File: src/rtl/lsse_pkg.sv
// shared types and constants for the led string spi frame encoder
package lsse_pkg;

  localparam int unsigned ColorW         = 8;
  localparam int unsigned LineBitsPerBit = 3;
  localparam int unsigned LaneW          = ColorW * LineBitsPerBit;
  localparam int unsigned NumLanes       = 3;
  localparam int unsigned WordW          = LaneW * NumLanes;
  localparam int unsigned BytesPerPixel  = WordW / 8;
  localparam int unsigned GapBytesDefault = 40;

  localparam logic [LineBitsPerBit-1:0] LineOne  = 3'b110;
  localparam logic [LineBitsPerBit-1:0] LineZero = 3'b100;

  typedef struct packed {
    logic [7:0] green;
    logic [7:0] red;
    logic [7:0] blue;
    logic       frame_end;
  } pixel_t;

  typedef struct packed {
    logic [7:0] spi_byte;
    logic       reset_fill;
    logic       run_last;
  } spi_out_t;

  // staged pixel handed from the lanes to the serializer
  typedef struct packed {
    logic             valid;
    logic             frame_end;
    logic [WordW-1:0] bits;
  } stage_t;

endpackage

File: src/rtl/lsse_lane.sv
// one color lane: expands a color byte into 24 line bits and registers them
module lsse_lane (
  input  logic                      clk,
  input  logic                      load,
  input  logic [lsse_pkg::ColorW-1:0] color,
  output logic [lsse_pkg::LaneW-1:0]  code
);
  import lsse_pkg::*;

  logic [LaneW-1:0] code_next;

  always_comb begin
    for (int k = 0; k < ColorW; k++) begin
      code_next[LaneW-1-LineBitsPerBit*k -: LineBitsPerBit] =
        color[ColorW-1-k] ? LineOne : LineZero;
    end
  end

  always_ff @(posedge clk) begin
    if (load) begin
      code <= code_next;
    end
  end

endmodule

File: src/rtl/lsse_merge.sv
// serializer merging lane words into bytes; frame ends get the reset gap
module lsse_merge #(
  parameter int unsigned RESET_GAP_BYTES = lsse_pkg::GapBytesDefault
) (
  input  logic               clk,
  input  logic               rst,
  input  lsse_pkg::stage_t   stage,
  output logic               stage_take,
  output logic               spi_valid,
  input  logic               spi_ready,
  output lsse_pkg::spi_out_t spi
);
  import lsse_pkg::*;

  localparam int unsigned RunMax = BytesPerPixel + RESET_GAP_BYTES;
  localparam int unsigned PosW   = $clog2(RunMax);
  localparam logic [PosW-1:0] PixLast = PosW'(BytesPerPixel - 1);
  localparam logic [PosW-1:0] GapLast = PosW'(RunMax - 1);

  logic             busy;
  logic             frame_end;
  logic [WordW-1:0] word;
  logic [PosW-1:0]  pos;

  logic             adv;
  logic             emit;
  logic             in_gap;
  logic             last_byte;
  spi_out_t         spi_next;

  assign adv       = !spi_valid || spi_ready;
  assign emit      = busy && adv;
  assign in_gap    = (pos > PixLast);
  assign last_byte = frame_end ? (pos == GapLast) : (pos == PixLast);
  assign stage_take = stage.valid && (!busy || (emit && last_byte));

  always_comb begin
    spi_next.spi_byte   = in_gap ? 8'h00 : word[WordW-1 -: 8];
    spi_next.reset_fill = in_gap;
    spi_next.run_last   = last_byte;
  end

  always_ff @(posedge clk) begin
    if (rst) begin
      busy      <= 1'b0;
      spi_valid <= 1'b0;
    end else begin
      if (adv) begin
        spi_valid <= busy;
      end
      if (stage_take) begin
        busy <= 1'b1;
      end else if (emit && last_byte) begin
        busy <= 1'b0;
      end
    end
  end

  always_ff @(posedge clk) begin
    if (emit) begin
      spi <= spi_next;
    end
    if (stage_take) begin
      word      <= stage.bits;
      frame_end <= stage.frame_end;
      pos       <= '0;
    end else if (emit) begin
      pos  <= pos + PosW'(1);
      // pixel bytes leave from the top of the word
      word <= {word[WordW-9:0], 8'h00};
    end
  end

endmodule

File: src/rtl/led_string_spi_frame_encoder.sv
// top level of the led string spi frame encoder
//
//   channel | handshake            | payload
//   --------+----------------------+--------------------------------------
//   pix     | pix_valid, pix_ready | green, red, blue, frame_end
//   spi     | spi_valid, spi_ready | spi_byte, reset_fill, run_last
//
// each pixel gives 9 bytes, one per cycle while the output is not stalled by
// spi_ready. a frame-end pixel adds RESET_GAP_BYTES zero bytes after them.
// one pixel is staged behind the one being serialized, so input is taken
// while output stalls. after a transfer into an idle block, the first byte
// goes through the lane registers, the serializer word and the spi register.
// reset is synchronous and clears all valid flags.
module led_string_spi_frame_encoder #(
  parameter int unsigned RESET_GAP_BYTES = lsse_pkg::GapBytesDefault
) (
  input  logic               clk,
  input  logic               rst,
  input  logic               pix_valid,
  output logic               pix_ready,
  input  lsse_pkg::pixel_t   pix,
  output logic               spi_valid,
  input  logic               spi_ready,
  output lsse_pkg::spi_out_t spi
);
  import lsse_pkg::*;

  stage_t           stage;
  logic             stage_valid;
  logic             stage_frame_end;
  logic [WordW-1:0] stage_bits;
  logic             stage_take;
  logic             pix_xfer;

  assign stage     = '{valid: stage_valid, frame_end: stage_frame_end, bits: stage_bits};
  assign pix_ready = !stage_valid || stage_take;
  assign pix_xfer  = pix_valid && pix_ready;

  lsse_lane u_lane_green (
    .clk   (clk),
    .load  (pix_xfer),
    .color (pix.green),
    .code  (stage_bits[WordW-1 -: LaneW])
  );

  lsse_lane u_lane_red (
    .clk   (clk),
    .load  (pix_xfer),
    .color (pix.red),
    .code  (stage_bits[WordW-1-LaneW -: LaneW])
  );

  lsse_lane u_lane_blue (
    .clk   (clk),
    .load  (pix_xfer),
    .color (pix.blue),
    .code  (stage_bits[LaneW-1:0])
  );

  always_ff @(posedge clk) begin
    if (rst) begin
      stage_valid <= 1'b0;
    end else if (pix_xfer) begin
      stage_valid <= 1'b1;
    end else if (stage_take) begin
      stage_valid <= 1'b0;
    end
  end

  always_ff @(posedge clk) begin
    if (pix_xfer) begin
      stage_frame_end <= pix.frame_end;
    end
  end

  lsse_merge #(
    .RESET_GAP_BYTES (RESET_GAP_BYTES)
  ) u_merge (
    .clk        (clk),
    .rst        (rst),
    .stage      (stage),
    .stage_take (stage_take),
    .spi_valid  (spi_valid),
    .spi_ready  (spi_ready),
    .spi        (spi)
  );

  // gap bytes are always zero
  assert property (@(posedge clk) disable iff (rst)
    spi_valid && spi.reset_fill |-> spi.spi_byte == 8'h00)
    else $error("nonzero byte in reset gap");

  // a full stage is only overwritten when the serializer takes it
  assert property (@(posedge clk) disable iff (rst)
    pix_xfer && stage.valid |-> stage_take)
    else $error("staged pixel overwritten");

  // the serializer never takes an empty stage
  assert property (@(posedge clk) disable iff (rst)
    stage_take |-> stage.valid)
    else $error("stage taken while empty");

  // a transfer always leaves the stage full
  assert property (@(posedge clk) disable iff (rst)
    pix_xfer |=> stage.valid)
    else $error("stage empty after transfer");

endmodule
File: config.mk
export PLATFORM = sky130hd
export DESIGN_NAME = led_string_spi_frame_encoder
export DESIGN_NICKNAME = d
export VERILOG_FILES = /design/src/rtl/lsse_pkg.sv /design/src/rtl/lsse_lane.sv /design/src/rtl/lsse_merge.sv /design/src/rtl/led_string_spi_frame_encoder.sv
export SDC_FILE = /design/constraint.sdc
export NUM_CORES = 1
export LEC_CHECK = 0
export ABC_AREA = 0
export BUFFER_PORTS_ARGS = -buffer_cell sky130_fd_sc_hd__clkbuf_2
export CAP_MARGIN = 20
export CORE_MARGIN = 3
export CORE_UTILIZATION = 41
export CTS_BUF_LIST = sky130_fd_sc_hd__clkbuf_4
export CTS_CLUSTER_DIAMETER = 100
export DETAILED_ROUTE_END_ITERATION = 10
export SYNTH_ARGS = -nofsm -noshare
export SYNTH_HDL_FRONTEND = slang
export SYNTH_SLANG_ARGS = --single-unit
File: constraint.sdc
create_clock -name clk -period 3.1 [get_ports clk]
set_clock_uncertainty 0.2 [all_clocks]
set_input_delay 0.465 -clock clk [delete_from_list [all_inputs] [get_ports clk]]
set_output_delay 0.465 -clock clk [all_outputs]
set_load 0.05 [all_outputs]
==> flow_summary.json <==
{
  "vias": 2062,
  "max_cap_violations": 0,
  "fin_crit_ns": 2.731,
  "status": "finished, final reports clean",
  "start_util_pct": 42.84,
  "clockBufferDepth": 2,
  "yosysMostFrequentCell": "edfxtp_1",
  "p_comb_share_pct": 10.6,
  "power_density_nw_per_um2": 577.2,
  "grt_pass1_vias": 2124,
  "grt_max_degree": 38,
  "post_cts_buffers": 0,
  "multi_input_area_um2": 948.4,
  "synth.avg_cell_area_um2": 17.26,
  "finalNonFillerCells": 460,
  "rsz0062_at_grt": "no",
  "die_h_um": 107.8,
  "syn_area_um2": 4245,
  "clock_power_share_pct": 26.3,
  "routabilityCongestion": 0.7411,
  "antenna_left": 0,
  "first_pass_iters": 4,
  "final_nets": 353,
  "io_pins": 41,
  "hp-class": "input pin to register",
  "yosys_register_bits": 110,
  "syn-num-nets": 277,
  "dpl-instance-area_um2": 4607,
  "cp-start-kind": "register",
  "switching_share_pct": 21.81,
  "drc_errors": 0,
  "cts_tree": "built",
  "dp_cells": 418,
  "num_rows": 36,
  "ys_warn_count": 0,
  "overflow": 0,
  "crit_type": "register to primary output",
  "clock.fmax_ghz": 0.3662,
  "clockRootBuffer": "clkbuf_4",
  "yosysTopAreaCell": "edfxtp_1",
  "vdd_drop_max_v": 0.0004145,
  "rrSetupSlack_ns": 0.70,
  "antenna_found_initial": 0,
  "p_leak_nw": 1.890,
  "seq_power_share_pct": 63.1,
  "slew-limit-headroom_pct": 67.24,
  "timing.final.hold_violations": 0,
  "crit_required_ns": 2.43,
  "setup_viol": 0,
  "n_antenna_cell": 0,
  "nFillCells": 846,
  "post-dp-hpwl_um": 3373,
  "synthCells": 246,
  "postLayoutCellArea_um2": 5027,
  "drive_gt1_share_pct": 26.61,
  "ys_seq_area_share_pct": 75.69,
  "via_per_inst": 4.483,
  "worstSkewPairLatency_ns": 0.44,
  "netlist.area_leader.share_pct": 71.44,
  "cts_buffers": 9,
  "synth.area.top_cells": "edfxtp_1, mux2_4, and2_1",
  "die_width_um": 107.8,
  "cts.clk_slew.worst_paths_ns": 0.14,
  "path_max_fanout": 6,
  "cp.arrival_ns": 2.07,
  "regArea_um2": 3213,
  "period_share_pct": 88.09,
  "grt_pass1_wl_um": 9549,
  "drt-initial-drc-count": 66,
  "totalWireLength_um": 5572,
  "wl_per_cell_um": 12.11,
  "areaGrowthSynthToFinish_pct": 18.42,
  "p_sw_mw": 0.6330,
  "core_area_um2": 9910,
  "synth_cell_type_count": 35,
  "async_flop_share_pct": 0,
  "synth_edf_count": 101,
  "p_int_mw": 2.269,
  "maxSlewViolCount": 0,
  "h-tree-depth": 3,
  "setup_tns_ns": 0,
  "grt_usage_pct": 10.42,
  "synth_ff_type": "edfxtp_1",
  "clock_sinks": 110,
  "yosys-top-cells-count": "edfxtp_1, and2_1, nand2b_1, mux2_4",
  "dieArea_um2": 11610,
  "tightest_slew_ns": 0.4914,
  "endpoint_kind": "primary output",
  "port_buffers": 40
}
[routing by layer]
layer / vias up / part of all wire (%) / global-route usage, %
met2: 39 / 51 / 18.07
met5: - / 0 / 0
met4: 0 / 0.86 / 3.246
met1: 977 / 44 / 12.25
met3: 5 / 4.0 / 3.419
li1: 1041 / - / -
[state kept, by name (all words and copies together), names as in the netlist]
register           cells
u_lane_red.code        8
u_merge.pos            6
u_merge.spi_valid      1
stage_frame_end        1
u_lane_blue.code       8
stage_valid            1
u_merge.word          65
u_merge.spi           10
u_merge.frame_end      1
u_lane_green.code      8
u_merge.busy           1
[power groups by stage]
| stage | sequential, mW | clock, mW | combinational [mW] |
|---|---|---|---|
| 2_1_floorplan | 1.88 | 0 | 0.197 |
| 3_3_place_gp | 1.86 | 0 | 0.281 |
| 3_5_place_dp | 1.87 | 0 | 0.288 |
| 4_1_cts | 1.83 | 0.794 | 0.313 |
| 5_1_grt | 1.84 | 0.850 | 0.348 |
| 6_report | 1.83 | 0.763 | 0.308 |
[final timing paths]
check / from / to / cells past startpoint
hold reg to reg: stage_frame_end / u_merge.frame_end / 0
hold / removal: pix_valid / stage_valid / 3
setup / recovery: u_merge.pos[3] / pix_ready / 4
setup reg to reg: u_merge.pos[0] / u_merge.word[28] / 7
[cells in the final DEF (no fill, tap or decap), types with 3 or more instances in the layout]
cell | netlist | layout
clkbuf_4 | 0 | 10
xnor2_1 | 3 | 3
inv_1 | 4 | 4
and2_1 | 34 | 34
nor3_1 | 3 | 3
dlygate4sd3_1 | 0 | 26
dfxtp_1 | 9 | 9
nor2_1 | 9 | 9
nand2_1 | 5 | 5
clkbuf_2 | 0 | 40
mux2_4 | 17 | 17
buf_4 | 0 | 8
nand2b_1 | 23 | 22
edfxtp_1 | 101 | 101
[per-stage QoR]
step / total power [mW] / hold WS (ns) / setup WS (ns) / utilization (%)
after floorplan: 2.076 / 0.2003 / 0.1160 / -
after global routing: 3.042 / 0.02512 / 0.2060 / 50.73
final: 2.902 / 0.04731 / 0.3692 / 50.73
after detailed placement: 2.153 / 0.2052 / 0.7272 / 46.49
after global placement: 2.142 / 0.2088 / 0.7558 / 46.49
after CTS: 2.939 / 0.01136 / 0.3456 / 50.63
[cells by family after synthesis]
kind of cell    synth area share, %
compound gates                1.621
xor+xnor                     0.8254
fa+ha+maj                    0.5894
buf+inv                       2.328
flops                         75.69
mux                           7.073
simple gates                  11.88
[cell type report]
class,count,share of cell area (%)
Clock buffer,10,1.493
Clock inverter,6,1.692
Inverter,5,0.3733
Multi-Input combinational cell,122,18.87
Sequential cell,110,63.91
Tap cell,133,3.310
Timing Repair Buffer,74,10.35
[critical path, cell delays in order, from the launching register on]
cell and delay (ns):
dfxtp_1 0.46, nor4b_1 0.30, a31oi_1 0.16, o311ai_2 0.38, clkbuf_2 0.34
[what timing repair did]
| action | 4_1_cts | 5_1_grt |
|---|---|---|
| hold buffers | 25 | 1 |
| resized for setup | 0 | 0 |
| hold endpoints to repair | 27 | 1 |
(Power assumes the default switching activity.)
